### src/design/rsdam_pkg.sv
// ----------------------------------------------------------------------------
// rsdam_pkg: shared constants and types for the pattern matcher
// Pattern size, special characters, register indexes and cell link structs.
// ----------------------------------------------------------------------------
package rsdam_pkg;

    localparam int MAX_PATTERN_BYTES = 32;
    localparam int NUM_POS           = MAX_PATTERN_BYTES + 1;   // bit len is the accept position
    localparam int LEN_W             = 6;
    localparam int WORD_W            = 64;
    localparam int CFG_IDX_W         = 3;

    localparam logic [7:0] CH_CARET  = 8'h5E;
    localparam logic [7:0] CH_DOLLAR = 8'h24;
    localparam logic [7:0] CH_STAR   = 8'h2A;
    localparam logic [7:0] CH_DOT    = 8'h2E;

    localparam logic [CFG_IDX_W-1:0] CFG_PATTERN_LENGTH = 3'd0;
    localparam logic [CFG_IDX_W-1:0] CFG_PATTERN_WORD0  = 3'd1;

    localparam logic KIND_BYTE = 1'b0;
    localparam logic KIND_END  = 1'b1;

    // static controls of one cell, derived from the pattern registers
    typedef struct packed {
        logic [7:0] pat_byte;
        logic       star;        // next pattern byte is '*'
        logic       in_range;    // position below length
        logic       in_mask;     // position not above length
        logic       at_len;      // accept position
        logic       end_anchor;  // final '$'
        logic       start;       // start position of the live set
        logic       is_zero;     // position 0, reset value of the live bit
    } t_cell_ctl;

    // signals common to every cell
    typedef struct packed {
        logic       at_start;
        logic       anch;
        logic [7:0] text_byte;
        logic       load;        // byte item taken
        logic       rearm;       // end item taken
    } t_bcast;

    // ripple link from one cell to the next
    typedef struct packed {
        logic adv;        // previous position consumed a byte and moves on
        logic cur_sk_a;   // skip over starred element, from the previous cell
        logic cur_sk_b;   // same, from two cells back
        logic nxt_sk_a;
        logic nxt_sk_b;
    } t_link;

    typedef struct packed {
        logic acc_cur;
        logic acc_nxt;
        logic end_hit;
    } t_cell_stat;

endpackage

### src/design/rsdam_cell.sv
// ----------------------------------------------------------------------------
// rsdam_cell: one pattern position of the matcher row
// Holds the live bit, closes the set over starred elements and steps on a byte.
// ----------------------------------------------------------------------------
module rsdam_cell (
    input  logic                  i_clk,
    input  logic                  i_rst_n,
    input  rsdam_pkg::t_cell_ctl  i_ctl,
    input  rsdam_pkg::t_bcast     i_bc,
    input  rsdam_pkg::t_link      i_link,
    output rsdam_pkg::t_link      o_link,
    output rsdam_pkg::t_cell_stat o_stat
);
    import rsdam_pkg::*;

    logic r_live;
    logic pre;
    logic cur;
    logic byte_hit;
    logic step;
    logic nxt;

    always_comb begin
        pre      = (i_bc.at_start ? i_ctl.start : (r_live & i_ctl.in_mask))
                 | (~i_bc.anch & i_ctl.start);
        cur      = pre | i_link.cur_sk_b;
        byte_hit = (i_ctl.pat_byte == CH_DOT) | (i_ctl.pat_byte == i_bc.text_byte);
        step     = cur & i_ctl.in_range & ~i_ctl.end_anchor & byte_hit;
        // a starred element stays put on a hit, a plain one moves on
        nxt      = (step & i_ctl.star) | i_link.adv | i_link.nxt_sk_b;

        o_link.adv      = step & ~i_ctl.star;
        o_link.cur_sk_a = cur & i_ctl.star;
        o_link.cur_sk_b = i_link.cur_sk_a;
        o_link.nxt_sk_a = nxt & i_ctl.star;
        o_link.nxt_sk_b = i_link.nxt_sk_a;

        o_stat.acc_cur  = cur & i_ctl.at_len;
        o_stat.acc_nxt  = nxt & i_ctl.at_len;
        o_stat.end_hit  = cur & i_ctl.end_anchor;
    end

    always_ff @(posedge i_clk) begin
        if (!i_rst_n) begin
            r_live <= i_ctl.is_zero;
        end else if (i_bc.rearm) begin
            r_live <= i_ctl.is_zero;
        end else if (i_bc.load) begin
            r_live <= nxt;
        end
    end

endmodule

### src/design/regex_star_dot_anchor_matcher_top.sv
// ----------------------------------------------------------------------------
// regex_star_dot_anchor_matcher_top: streaming pattern matcher
// Pattern with '^', '$', '.' and 'c*' matched over text bytes by a row of cells.
// ----------------------------------------------------------------------------
//  channel | signals                                   | direction
//  --------+-------------------------------------------+----------
//  in      | i_in_valid, o_in_stall, i_kind, i_text_byte | item in
//  out     | o_out_valid, i_out_stall, o_matched       | item out
//  cfg     | i_cfg_valid, o_cfg_ready, i_cfg_index, i_cfg_data | write
//
//  One item per cycle while not stalled; each item settles through the single
//  ripple of live positions along the cell row (two passes, closure and step).
//  An end item's result appears in the output register in the next cycle.
//  Reset (synchronous) leaves an empty pattern and position 0 live.
//  Input stalls only while a result waits and the output is stalled.
// ----------------------------------------------------------------------------
module regex_star_dot_anchor_matcher_top (
    input  logic                            i_clk,
    input  logic                            i_rst_n,
    input  logic                            i_in_valid,
    output logic                            o_in_stall,
    input  logic                            i_kind,
    input  logic [7:0]                      i_text_byte,
    output logic                            o_out_valid,
    input  logic                            i_out_stall,
    output logic                            o_matched,
    input  logic                            i_cfg_valid,
    output logic                            o_cfg_ready,
    input  logic [rsdam_pkg::CFG_IDX_W-1:0] i_cfg_index,
    input  logic [rsdam_pkg::WORD_W-1:0]    i_cfg_data
);
    import rsdam_pkg::*;

    logic [LEN_W-1:0] r_len;
    logic [7:0]       r_pat [MAX_PATTERN_BYTES];
    logic             r_at_start;
    logic             r_match;
    logic             r_out_valid;
    logic             r_out_matched;

    logic [LEN_W-1:0] len_c;
    logic             anch;
    logic             cfg_wr;
    logic             in_acc;
    logic             byte_acc;
    logic             end_acc;
    logic             n_match;
    t_bcast           bc;
    t_cell_ctl        ctl   [NUM_POS];
    t_link            links [NUM_POS+1];
    t_cell_stat       stat  [NUM_POS];
    logic [NUM_POS-1:0] acc_cur_v;
    logic [NUM_POS-1:0] acc_nxt_v;
    logic [NUM_POS-1:0] end_hit_v;

    assign o_cfg_ready = 1'b1;
    assign cfg_wr      = i_cfg_valid & o_cfg_ready;

    always_ff @(posedge i_clk) begin
        if (!i_rst_n) begin
            r_len <= '0;
            for (int j = 0; j < MAX_PATTERN_BYTES; j++) begin
                r_pat[j] <= '0;
            end
        end else if (cfg_wr) begin
            if (i_cfg_index == CFG_PATTERN_LENGTH) begin
                r_len <= i_cfg_data[LEN_W-1:0];
            end
            for (int j = 0; j < MAX_PATTERN_BYTES; j++) begin
                if (i_cfg_index == CFG_IDX_W'(CFG_PATTERN_WORD0 + (j >> 3))) begin
                    r_pat[j] <= i_cfg_data[(j & 7)*8 +: 8];
                end
            end
        end
    end

    assign len_c = (r_len > LEN_W'(MAX_PATTERN_BYTES)) ? LEN_W'(MAX_PATTERN_BYTES) : r_len;
    assign anch  = (len_c != '0) && (r_pat[0] == CH_CARET);

    assign o_in_stall = r_out_valid & i_out_stall;
    assign in_acc     = i_in_valid & ~o_in_stall;
    assign byte_acc   = in_acc & (i_kind == KIND_BYTE);
    assign end_acc    = in_acc & (i_kind == KIND_END);

    always_comb begin
        bc.at_start  = r_at_start;
        bc.anch      = anch;
        bc.text_byte = i_text_byte;
        bc.load      = byte_acc;
        bc.rearm     = end_acc;
    end

    assign links[0] = '0;

    for (genvar i = 0; i < NUM_POS; i++) begin : g_cell
        logic [7:0] pb;
        logic       nxt_star;

        if (i < MAX_PATTERN_BYTES) begin : g_byte
            assign pb = r_pat[i];
        end else begin : g_nobyte
            assign pb = '0;
        end

        if (i + 1 < MAX_PATTERN_BYTES) begin : g_star
            assign nxt_star = (r_pat[i+1] == CH_STAR);
        end else begin : g_nostar
            assign nxt_star = 1'b0;
        end

        always_comb begin
            ctl[i].pat_byte   = pb;
            ctl[i].star       = (LEN_W'(i + 1) < len_c) & nxt_star;
            ctl[i].in_range   = LEN_W'(i) < len_c;
            ctl[i].in_mask    = LEN_W'(i) <= len_c;
            ctl[i].at_len     = LEN_W'(i) == len_c;
            ctl[i].end_anchor = (len_c != '0) & (LEN_W'(i + 1) == len_c) & (pb == CH_DOLLAR);
            ctl[i].start      = (i == 1) ? anch : ((i == 0) ? ~anch : 1'b0);
            ctl[i].is_zero    = (i == 0);
        end

        rsdam_cell u_cell (
            .i_clk   (i_clk),
            .i_rst_n (i_rst_n),
            .i_ctl   (ctl[i]),
            .i_bc    (bc),
            .i_link  (links[i]),
            .o_link  (links[i+1]),
            .o_stat  (stat[i])
        );

        assign acc_cur_v[i] = stat[i].acc_cur;
        assign acc_nxt_v[i] = stat[i].acc_nxt;
        assign end_hit_v[i] = stat[i].end_hit;
    end

    // the last link only feeds positions beyond the row
    logic unused_link;
    assign unused_link = ^links[NUM_POS];

    assign n_match = r_match | (|acc_cur_v);

    always_ff @(posedge i_clk) begin
        if (!i_rst_n) begin
            r_at_start  <= 1'b1;
            r_match     <= 1'b0;
            r_out_valid <= 1'b0;
        end else begin
            if (byte_acc) begin
                r_at_start <= 1'b0;
                r_match    <= n_match | (|acc_nxt_v);
            end else if (end_acc) begin
                r_at_start <= 1'b1;
                r_match    <= 1'b0;
            end
            if (end_acc) begin
                r_out_valid <= 1'b1;
            end else if (!i_out_stall) begin
                r_out_valid <= 1'b0;
            end
        end
    end

    always_ff @(posedge i_clk) begin
        if (end_acc) begin
            r_out_matched <= n_match | (|end_hit_v);
        end
    end

    assign o_out_valid = r_out_valid;
    assign o_matched   = r_out_matched;

endmodule

### config.mk
export PLATFORM = sky130hd
export DESIGN_NAME = regex_star_dot_anchor_matcher_top
export DESIGN_NICKNAME = d
export VERILOG_FILES = /design/src/design/rsdam_pkg.sv /design/src/design/rsdam_cell.sv /design/src/design/regex_star_dot_anchor_matcher_top.sv
export SDC_FILE = /design/constraint.sdc
export NUM_CORES = 1
export LEC_CHECK = 0
export ABC_AREA = 1
export BUFFER_PORTS_ARGS = -buffer_cell sky130_fd_sc_hd__buf_2
export CORE_MARGIN = 2
export CORE_UTILIZATION = 30
export CTS_CLUSTER_DIAMETER = 150
export DETAILED_ROUTE_END_ITERATION = 12
export GPL_TIMING_DRIVEN = 0
export SLEW_MARGIN = 30
export SYNTH_ARGS = -nofsm -noshare
export SYNTH_HDL_FRONTEND = slang
export SYNTH_SLANG_ARGS = --single-unit
### constraint.sdc
create_clock -name i_clk -period 6.93 [get_ports i_clk]
set_input_delay 0.3465 -clock i_clk [delete_from_list [all_inputs] [get_ports i_clk]]
set_output_delay 0.3465 -clock i_clk [all_outputs]
set_load 0.01 [all_outputs]
## Word-level counts from Yosys, hierarchy flattened

Memories as Yosys holds them, arrays and structs flattened.
Index checks and enable logic that the tools add are counted.

- Bits in registers: 43
- RAM bits: 256
- Input port bits: 81
- Output and inout bits: 4
- Logic and storage cells: 1,046
- Memories: 1

Memories:

| memory | words | width | rd ports | clocked after Yosys merged registers in | write ports | RTL line | source |
|---|---|---|---|---|---|---|---|
| r_pat | 32 | 8 | 32 | 0 | 32 | regex_star_dot_anchor_matcher_top.sv:35 | `logic [7:0] r_pat [MAX_PATTERN_BYTES];` |

- $lt $le $gt $ge: 66
- Equal/unequal tests: 165
- Multiplexer cells: 89
- Bitwise gates (word level): 677
- Reduce and logical (&&, ||, !) cells: 10

Operators by type and width:

| cell | count |
|---|---|
| == test 8 x 6 -> 1 bit, second input constant | 95 |
| AND 1 bit | 450 |
| == test 8 bit | 32 |
| two-way mux 8 bit | 32 |
| bitwise OR 1 bit | 160 |
| == test 5 x 6 -> 1 bit, first input constant | 16 |
| less-or-equal comparator 5 x 6 -> 1 bit, first input constant | 16 |
| < comparator 5 x 6 -> 1 bit, first input constant | 16 |
| NOT 1 bit | 67 |
| OR reduction 33 bit | 2 |
| two-way mux 1 bit | 56 |
| == test 4 x 6 -> 1 bit, first input constant | 8 |
| less-or-equal comparator 4 x 6 -> 1 bit, first input constant | 8 |
| < comparator 4 x 6 -> 1 bit, first input constant | 8 |
| OR reduction 32 bit | 1 |
| == test 3 x 6 -> 1 bit, first input constant | 4 |
| less-or-equal comparator 3 x 6 -> 1 bit, first input constant | 4 |
| < comparator 3 x 6 -> 1 bit, first input constant | 4 |
| == test 2 x 6 -> 1 bit, first input constant | 2 |
| less-or-equal comparator 1 x 6 -> 1 bit, first input constant | 2 |
| less-or-equal comparator 2 x 6 -> 1 bit, first input constant | 2 |
| < comparator 1 x 6 -> 1 bit, first input constant | 2 |
| < comparator 2 x 6 -> 1 bit, first input constant | 2 |
| == test 8 x 7 -> 1 bit, second input constant | 1 |
| 16 further kinds | 17 |

## Logic depth before layout (Yosys ltp)

Gate-level depths: netlist of the first run.

- Depth in word-level cells: 49
- Mapped depth: 46
- Mapped depth without buffers: 45

## Modules after synthesis

From an unflattened synthesis of the first run, not the netlist that was laid out.

- Cells, all modules: 3,575
- Area, all modules: 23,612.6 um^2

By module, submodules not included:

| module | times used | cells each | area an instance (um^2) | sequential area each (um^2) |
|---|---|---|---|---|
| regex_star_dot_anchor_matcher_top | 1 | 1,232 | 12,092.8 | 7,897.6 |
| rsdam_cell | 33 | 71 | 349.1 | 30.0 |

## Worst setup path before layout of the first run

Ideal clock, no wire load.

- Kind: input -> register
- From: in i_cfg_valid
- To: mem r_pat[12][4] (netlist: r_pat[0][100]) (enable)
- Setup time: 574 ps
- Arrival time: 5,445 ps
- Data required time: 6,356 ps
- Slack: 911 ps
- Stages on the path: 5
- Path buffers: 1
- Cell sequence: inv_1 > nor2_1 > nand2_1 > clkbuf_1 > o21ai_0

RTL lines:

| item | RTL line | source |
|---|---|---|
| from (decl) | regex_star_dot_anchor_matcher_top.sv:27 | `input logic i_cfg_valid,` |
| to (decl) | regex_star_dot_anchor_matcher_top.sv:35 |  |

## Worst setup path after layout of the first run

- From: reg r_len[5]
- To: reg r_match

- Longest elaborated chain between the ends: 49
- Elaborated cells between the ends (all ways): 711
- Classes of those cells: order compare (66); eq/ne (32); mux (35); bitwise (573); reduce/logical (5)

Ends and longest elaborated chain:

| item | RTL line | source |
|---|---|---|
| from (decl) | regex_star_dot_anchor_matcher_top.sv:34 | `logic [LEN_W-1:0] r_len;` |
| from (signal assigned) | regex_star_dot_anchor_matcher_top.sv:67 | `r_len <= i_cfg_data[LEN_W-1:0];` |
| greater-than comparator 6 bit | regex_star_dot_anchor_matcher_top.sv:77 | `assign len_c = (r_len > LEN_W'(MAX_PATTERN_BYTES)) ? LEN_W'(MAX_PATTERN_BYTES) : r_len;` |
| two-way mux 6 bit * | regex_star_dot_anchor_matcher_top.sv:77 |  |
| branches (longest 45 deep; another with less-or-equal comparator 1 x 6 -> 1 bit) | n/a |  |
| bitwise OR 1 bit * | regex_star_dot_anchor_matcher_top.sv:151 | `r_match <= n_match \| (\|acc_nxt_v);` |
| two-way mux 1 bit * | regex_star_dot_anchor_matcher_top.sv:149 | `if (byte_acc) begin` |
| to (signal assigned) | regex_star_dot_anchor_matcher_top.sv:151 |  |
| to (decl) | regex_star_dot_anchor_matcher_top.sv:37 | `logic r_match;` |

Every way passes the cells marked *.
A chain may end at the register's enable or synchronous reset.

==> summary.md, run 1 <==
| Metric | Value |
|---|---|
| Sink of the worst hold path | r_pat[1][75] |
| Power density cells | 213 nW/µm² |
| Number of flip-flops and latches in the synthesized netlist | between 200 and 300 |
| Worst hold slack | 0.0797 ns |
| Area of the mapped netlist | 19100 µm² |
| Delay of the slowest cell on the worst path | 0.45 ns |
| Cell with the biggest individual delay on the critical path | dfxtp_1 |
| Synth area leader | edfxtp_1 |
| Syn Area/Cell | 7.73 µm² |
| Core Region | 63000 µm² |
| # diodes | 0 |
| Clock network latency to the later pin of the worst-skew pair | 0.58 ns |
| Crit-path leading delay family | simple AND/OR/NAND/NOR gates |
| Share of cells above drive strength 1 | 10.8% |
| Number of enable-type register cells in the synthesized netlist | 257 |
| Gates resized, CTS repair | 0 |
| Post-detailed-route DRC marker count | 0 |
| Filler-free cell count of the finished design | approximately 3500 |
| Ports placed on the boundary | 85 |
| Clock sink count | 299 |
| Post-route clock skew | ~0.022 ns |
| Number of buffers added by the clock tree synthesis step | 36 |
| Critical Path AT | 6.22 ns |
| Number of hold-slack violations in the final timing report | 0 |
| Largest cells by area after synthesis | edfxtp_1, nand2_1, inv_1 |
| Setup slack on the worst flop-to-flop path | between 1 and 1.5 ns |
| Hold Path Stages | 3 |
| CP bufs+invs | 3 |
| Required time reported for the critical path endpoint | 7.42 ns |
| Critical-path maximum fanout | 9 |
| Reg2Reg Depth | 41 |
| Total track usage | 22.3% |
| Area of all placed cells without fillers | 21900 µm² |
| Number of levels the H-tree was split into | 2 |
| Post-route total power | ~4.7 mW |
| Cell count after synthesis | 2466 |
| Post-CTS setup buffer count | 0 |
| Antenna-violating nets left | 0 |
| Total half-perimeter wirelength after legalization and detailed placement | about 58 mm |
| Met2 Resource Use GR | about 34% |
| Status | completed |
| Drt via density | 5.09 |
| Share of synthesized area occupied by flip-flops and latches | between 40 and 50% |
| Floorplan die width | around 260 µm |
| Most used routing layer | met2 |
| Top cells by count, synth | nand2_1, inv_1, nor2_1 |
| Die Height | 256 µm |
| Initial Util | just over 30% |
| CTS max path bufs | 3 |
| Post-placement cell area | 20800 µm² |
| Slew at the pin closest to its max-slew limit | 1.09 ns |
| GR Overflow Total | 0 |
| Pin count of the biggest net entering global routing | between 40 and 50 |
| DR vias | 17600 |
| Routed Wire Length | around 74 mm |
| DIE AREA | 65600 µm² |
| Distinct cell type count after synthesis | 53 |
| Post-route fraction of the period consumed by the critical path | between 80% and 90% |
| Most frequent CP cell | nand2_1 |
| Origin of the worst min-delay path | i_cfg_data[11] |
| Gp weighted congestion | 0.991 |
| Critical path start-end classification | flip-flop to flip-flop |
| Most common cell in the netlist | nand2_1 |
| Post-synth top flop | edfxtp_1 |
| Post-synthesis to final-layout area growth | 15.0% |
| Clock root buffer master | clkbuf_16 |
| Launching element type of the critical path | flip-flop |
| # hold bufs at CTS | 0 |
| Port bufs | a little under 80 |
| CTS tree | done |
| Warnings, synthesis | 0 |
| Proportion of synthesized flip-flops having asynchronous set or reset | 0% |
| Antenna violations before repair | 0 |
| Startpoint of the worst register-to-register path | r_len[5] |
| Unrepaired setup endpoints after global routing | false |
| Wire length of the first global-routing pass | 107 mm |
| Setup total negative slack | 0 ns |
| Cells after DPL | 3399 |
| Final setup violating endpoints | 0 |
| Clock-pin transition on the worst setup and hold timing paths | roughly 0.070 ns |
| Headroom to the max-slew limit | 26.4% |
| Routed wire length per instance | 21.4 µm |
| Maximum ir drop on the vdd rail | 0.154 mV |
| Class of the most critical hold timing path | primary input to flip-flop |
| Met3 global-route usage | 4.53% |
| Via count of the first global-routing pass | 16300 |
| Total iterations of the first detailed-routing run | 5 |
| Period minus WS final | 5.73 ns |
| Critical R2R Capture | r_match |
| Post-Synthesis Net Count | 2547 |
| Violation count after the first detailed-routing iteration | 1963 |
| Area share of the largest cell type after synthesis | 40.5% |
| Critical path origin | r_len[5] |
| Final Slew Violations | 0 |
| Count of max-cap constraint violations | 0 |
| Site Rows | 92 |
| Maximum operating frequency | between 0.15 and 0.2 GHz |
| Standby leakage power | around 9.4 nW |
| Grt met1 use | 30.3% |
| Crit path capture type | flip-flop |
| Final nets | around 2700 |
cells in the final DEF (no fill, tap or decap), types with 6 or more instances in the layout:
master	instances
buf_2	88
nor3b_1	6
a41oi_1	9
and3_1	6
inv_1	383
nor2_1	361
nand2_4	34
a22oi_1	6
inv_2	9
buf_16	6
nor3_1	114
nor2_2	8
clkbuf_1	58
buf_1	15
nor4_1	45
a21oi_1	60
nand2_2	33
nand3_1	166
clkinv_2	7
nand4_1	74
xor2_1	79
nor4_2	10
dfxtp_1	42
edfxtp_1	257
nand2_1	481
xnor2_1	71
or2_2	19
nand3b_1	10
o21ai_0	52
clkinv_1	8
clkbuf_16	36
state kept, by name, indices dropped and copies added (netlist names):
register	cells
r_pat	256
g_cell.u_cell.r_live	33
o_matched	1
r_match	1
r_at_start	1
o_out_valid	1
r_len	6
metal layers:
metal  vias to the layer above  wire length (µm)
met2                       936             31400
met3                       176              8060
met1                      8198             30900
li1                       8317                 -
met4                         0              3900
met5                         -                 0
logic make-up after synthesis:
logic type	count (synthesis)	share of synthesized area [%]
and+or+nand+nor	1380	33.8
buffers and inverters	474	9.42
DFF	299	44.9
AOI/OAI and AO/OA	162	5.01
xor gates and xnor gates	150	6.89
other	1	0.0197
area by class of cell:
type	count	area [µm²]
Clock inverter	20	151
Inverter	396	1490
Tap cell	846	1060
Timing Repair Buffer	87	612
Sequential cell	299	8560
Buffer	78	312
Fill cell	6675	41000
Clock buffer	44	931
Multi-Input combinational cell	1693	8820
per-stage QoR:
step / worst slack, ns / util, %
5_1_grt: 0.845 / 34.8
3_5_place_dp: 0.709 / 33.0
6_report: 1.20 / 34.8
4_1_cts: 1.34 / 34.8
2_1_floorplan: 0.911 / -
3_3_place_gp: -2.61 / 32.6
worst max-delay path by stage:
stage                     cells after the start  slack, ns       endpoint
final                                        41       1.20        r_match
after global routing                         41       0.84        r_match
after CTS                                    36       1.34        r_match
after detailed placement                     36       0.71        r_match
after global placement                        6      -2.61   r_pat[1][53]
after floorplan                               5       0.91  r_pat[0][100]
power by group:
part | total [mW] | leakage, nW | switching, mW | internal [mW]
Clock | 1.81 | 0.530 | 0.804 | 1.00
Sequential | 2.22 | 2.84 | 0.119 | 2.10
Combinational | 0.650 | 6.02 | 0.451 | 0.199
Total | 4.68 | 9.39 | 1.37 | 3.30
tightest hold or removal path, cell delays in order:
cell and delay (ns):
buf_2 0.09, nand2_1 0.06, inv_1 0.05
(Power assumes the default switching activity.)
==> run 2, diff against run 1 <==
--- a/config.mk
+++ b/config.mk
@@ -5,7 +5,7 @@
 export SDC_FILE = /design/constraint.sdc
 export NUM_CORES = 1
 export LEC_CHECK = 0
-export ABC_AREA = 1
+export ABC_AREA = 0
 export BUFFER_PORTS_ARGS = -buffer_cell sky130_fd_sc_hd__buf_2
 export CORE_MARGIN = 2
 export CORE_UTILIZATION = 30
==> constraint.sdc (replaced) <==
create_clock -name i_clk -period 5.24 [get_ports i_clk]
set_input_delay 0.262 -clock i_clk [delete_from_list [all_inputs] [get_ports i_clk]]
set_output_delay 0.262 -clock i_clk [all_outputs]
set_load 0.01 [all_outputs]
==> summary.md, run 2 <==
| Metric | Value |
|---|---|
| Status | completed |
| Leading cell type in the layout, fill and taps excluded | nor2_1 |
| Syn Area/Cell | 9.32 µm² |
| Clock sink count | around 300 |
| Number of buffers added by the clock tree synthesis step | 36 |
| Post-route clock skew | 0.0286 ns |
| Site Rows | 93 |
| Critical-path maximum fanout | 10 |
| Via count of the first global-routing pass | 17600 |
| Count of max-cap constraint violations | 0 |
| Post-synthesis to final-layout area growth | 16.4% |
| CTS max path bufs | 3 |
| Clock-pin transition on the worst setup and hold timing paths | 0.06 ns |
| Violation count after the first detailed-routing iteration | roughly 2200 |
| Total iterations of the first detailed-routing run | 5 |
| Critical-path cell list | buf_2 > clkbuf_1 > clkbuf_1 > nor2b_1 > nand2_1 > o2111ai_1 > a221oi_1 > o2111ai_1 > or4_1 > nor4b_1 > nand4_1 > nor2_1 > nand4_1 > nor2_1 > a21oi_1 |
| Period minus WS final | 5.15 ns |
| Clock network latency to the later pin of the worst-skew pair | 0.58 ns |
| DR vias | 18200 |
| Final setup violating endpoints | 0 |
| Total track usage | 26.4% |
| Required time reported for the critical path endpoint | 5.69 ns |
| DIE AREA | 66800 µm² |
| Headroom to the max-slew limit | 27.2% |
| Met2 Resource Use GR | a little over two fifths |
| Launching element type of the critical path | flip-flop |
| Final nets | 2300 |
| Post-synth top flop | edfxtp_1 |
| Delay of the slowest cell on the worst path | ~0.64 ns |
| Filler-free cell count of the finished design | 3101 |
| Antenna violations before repair | 1 |
| Power density cells | 274 nW/µm² |
| CTS tree | done |
| Class of the most critical hold timing path | primary input to flip-flop |
| Core Region | 64200 µm² |
| Floorplan die width | 259 µm |
| Post-Synthesis Net Count | 2167 |
| GR Overflow Total | 0 |
| Area of the mapped netlist | 19400 µm² |
| Final Slew Violations | 0 |
| Grt met1 use | 35.3% |
| Post-route total power | 6.19 mW |
| Number of hold-slack violations in the final timing report | 0 |
| Slew at the pin closest to its max-slew limit | 1.08 ns |
| Antenna-violating nets left | 0 |
| Commonest cells after routing, fill and taps aside | nor2_1, edfxtp_1, nand2_1 |
| Cells after DPL | slightly above 3000 |
| Gp weighted congestion | 1.03 |
| Share of synthesized area occupied by flip-flops and latches | 44.0% |
| Die Height | 259 µm |
| Number of flip-flops and latches in the synthesized netlist | 299 |
| Register name with the most flops | r_pat |
| Largest cells by area after synthesis | edfxtp_1, xnor2_1, nor2_1 |
| Area share of the largest cell type after synthesis | about 40% |
| Post-detailed-route DRC marker count | 0 |
| Fill cells | 6607 |
| Maximum ir drop on the vdd rail | 0.272 mV |
| Post-route fraction of the period consumed by the critical path | 98.3% |
| Routed Wire Length | 90.3 mm |
| Crit path capture type | flip-flop |
| Wire length of the first global-routing pass | 127 mm |
| Largest register FFs | 256 |
| Port bufs | 74 |
| Pin count of the biggest net entering global routing | 49 |
| Critical Path AT | 5.60 ns |
| Critical path start-end classification | flip-flop to flip-flop |
| Warnings, synthesis | 0 |
| Number of levels the H-tree was split into | 2 |
| Routed wire length per instance | 29.1 µm |
| Total half-perimeter wirelength after legalization and detailed placement | 72.3 mm |
| Top cells by count, synth | nor2_1, edfxtp_1, nand2_1 |
| Number of enable-type register cells in the synthesized netlist | 257 |
| Cell count after synthesis | 2086 |
| Drt via density | 5.87 |
| Share of cells above drive strength 1 | ~13% |
| Synth area leader | edfxtp_1 |
| Distinct cell type count after synthesis | 105 |
| Biggest registers after layout | r_pat x256, g_cell.u_cell.r_live x33, r_len x6 |
| Most common cell in the netlist | nor2_1 |
| Initial Util | 30.3% |
| Maximum operating frequency | around 0.19 GHz |
| Ports placed on the boundary | 85 |
| Standby leakage power | approximately 7.5 nW |
| Clock root buffer master | clkbuf_16 |
| Most used routing layer | met2 |
| Cell with the biggest individual delay on the critical path | clkbuf_1 |
| Met3 global-route usage | between 4 and 5% |
| Proportion of synthesized flip-flops having asynchronous set or reset | 0% |
| # diodes | 0 |
## run 2: cell count changes in the layout (fill, tap and decap cells not counted), moves of 25 or more
cell,change
nand2_1,-302
inv_1,-299
nand3_1,-106
xnor2_1,+81
nor2_1,-80
nor3_1,-54
nor2b_1,+43
nand2_2,-32
nand2_4,-31
buf_2,+28
and2_1,+25
xor2_1,+25
## run 2: path summary, 6_finish.rpt
check / start / endpoint / slack (ns) / cells past startpoint
worst min register to register: g_cell[5].u_cell.r_live / g_cell[5].u_cell.r_live / 0.48 / 2
worst min-delay path: i_cfg_data[46] / r_pat[1][110] / 0.05 / 3
worst max-delay path: r_at_start / r_match / 0.09 / 15
worst max register to register: r_at_start / r_match / 0.09 / 15
## run 2: logic make-up (layout without fill, tap and decap cells)
family,Yosys count,count (layout),synth area share [%]
xor+xnor,256,256,11.5
buf+inv,190,350,4.01
other cells,1,1,0.0193
mux,4,4,0.206
simple gates,984,984,26.8
flops,299,299,44.0
compound gates,352,352,13.4
## run 2: final cells by class
type	instances	area, µm²	share of cell area, %
well taps	855	1070	4.73
clock buffers	40	916	4.05
plain buffers	104	474	2.10
flip-flops and latches	299	8560	37.8
clock inverters	25	220	0.974
inverters	85	319	1.41
multi-input cells	1597	10400	46.1
repair buffers	96	632	2.79
## run 2: power breakdown
group          switching [mW]  total [mW]  internal (mW)  leakage (nW)
clock network            1.11        2.50           1.38         0.556
logic                   0.481       0.752          0.270          4.14
registers               0.176        2.94           2.76          2.83
## run 2: critical path: cells and delay by family (launching register included)
| family | cells | cell delay [ns] |
|---|---|---|
| AND/OR/NAND/NOR | 8 | 2.28 |
| AO/OA/AOI/OAI | 4 | 0.85 |
| flip-flops | 1 | 0.34 |
| buffers and inverters | 3 | 1.51 |
## run 2: metal layers
layer,wire length (µm),part of all wire (%)
met5,0,0
met4,4480,5.0
met3,8010,8.9
met2,40700,45
met1,37100,41
## run 2: stage by stage
step	worst slack, ns	utilization [%]	area, µm²	setup TNS (ns)	hold WS, ns
finish	0.0902	35.2	22600	0	0.0527
global route	-0.0101	35.2	22600	-0.0114	0.0754
CTS	0.0143	35.0	22500	0	0.0308
detailed placement	-0.0529	33.1	21200	-0.129	0.454
global placement	-0.946	32.5	20900	-34.48	0.435
floorplan	1.52	-	19400	0	0.416
## run 2: timing repair
item	CTS	global route
gates cloned	0	0
endpoints found under the setup margin	5	11
hold buffers	6	0
endpoints found under the hold margin	6	0
pin swaps	1	2
buffers inserted	2	0
resized for setup	1	25
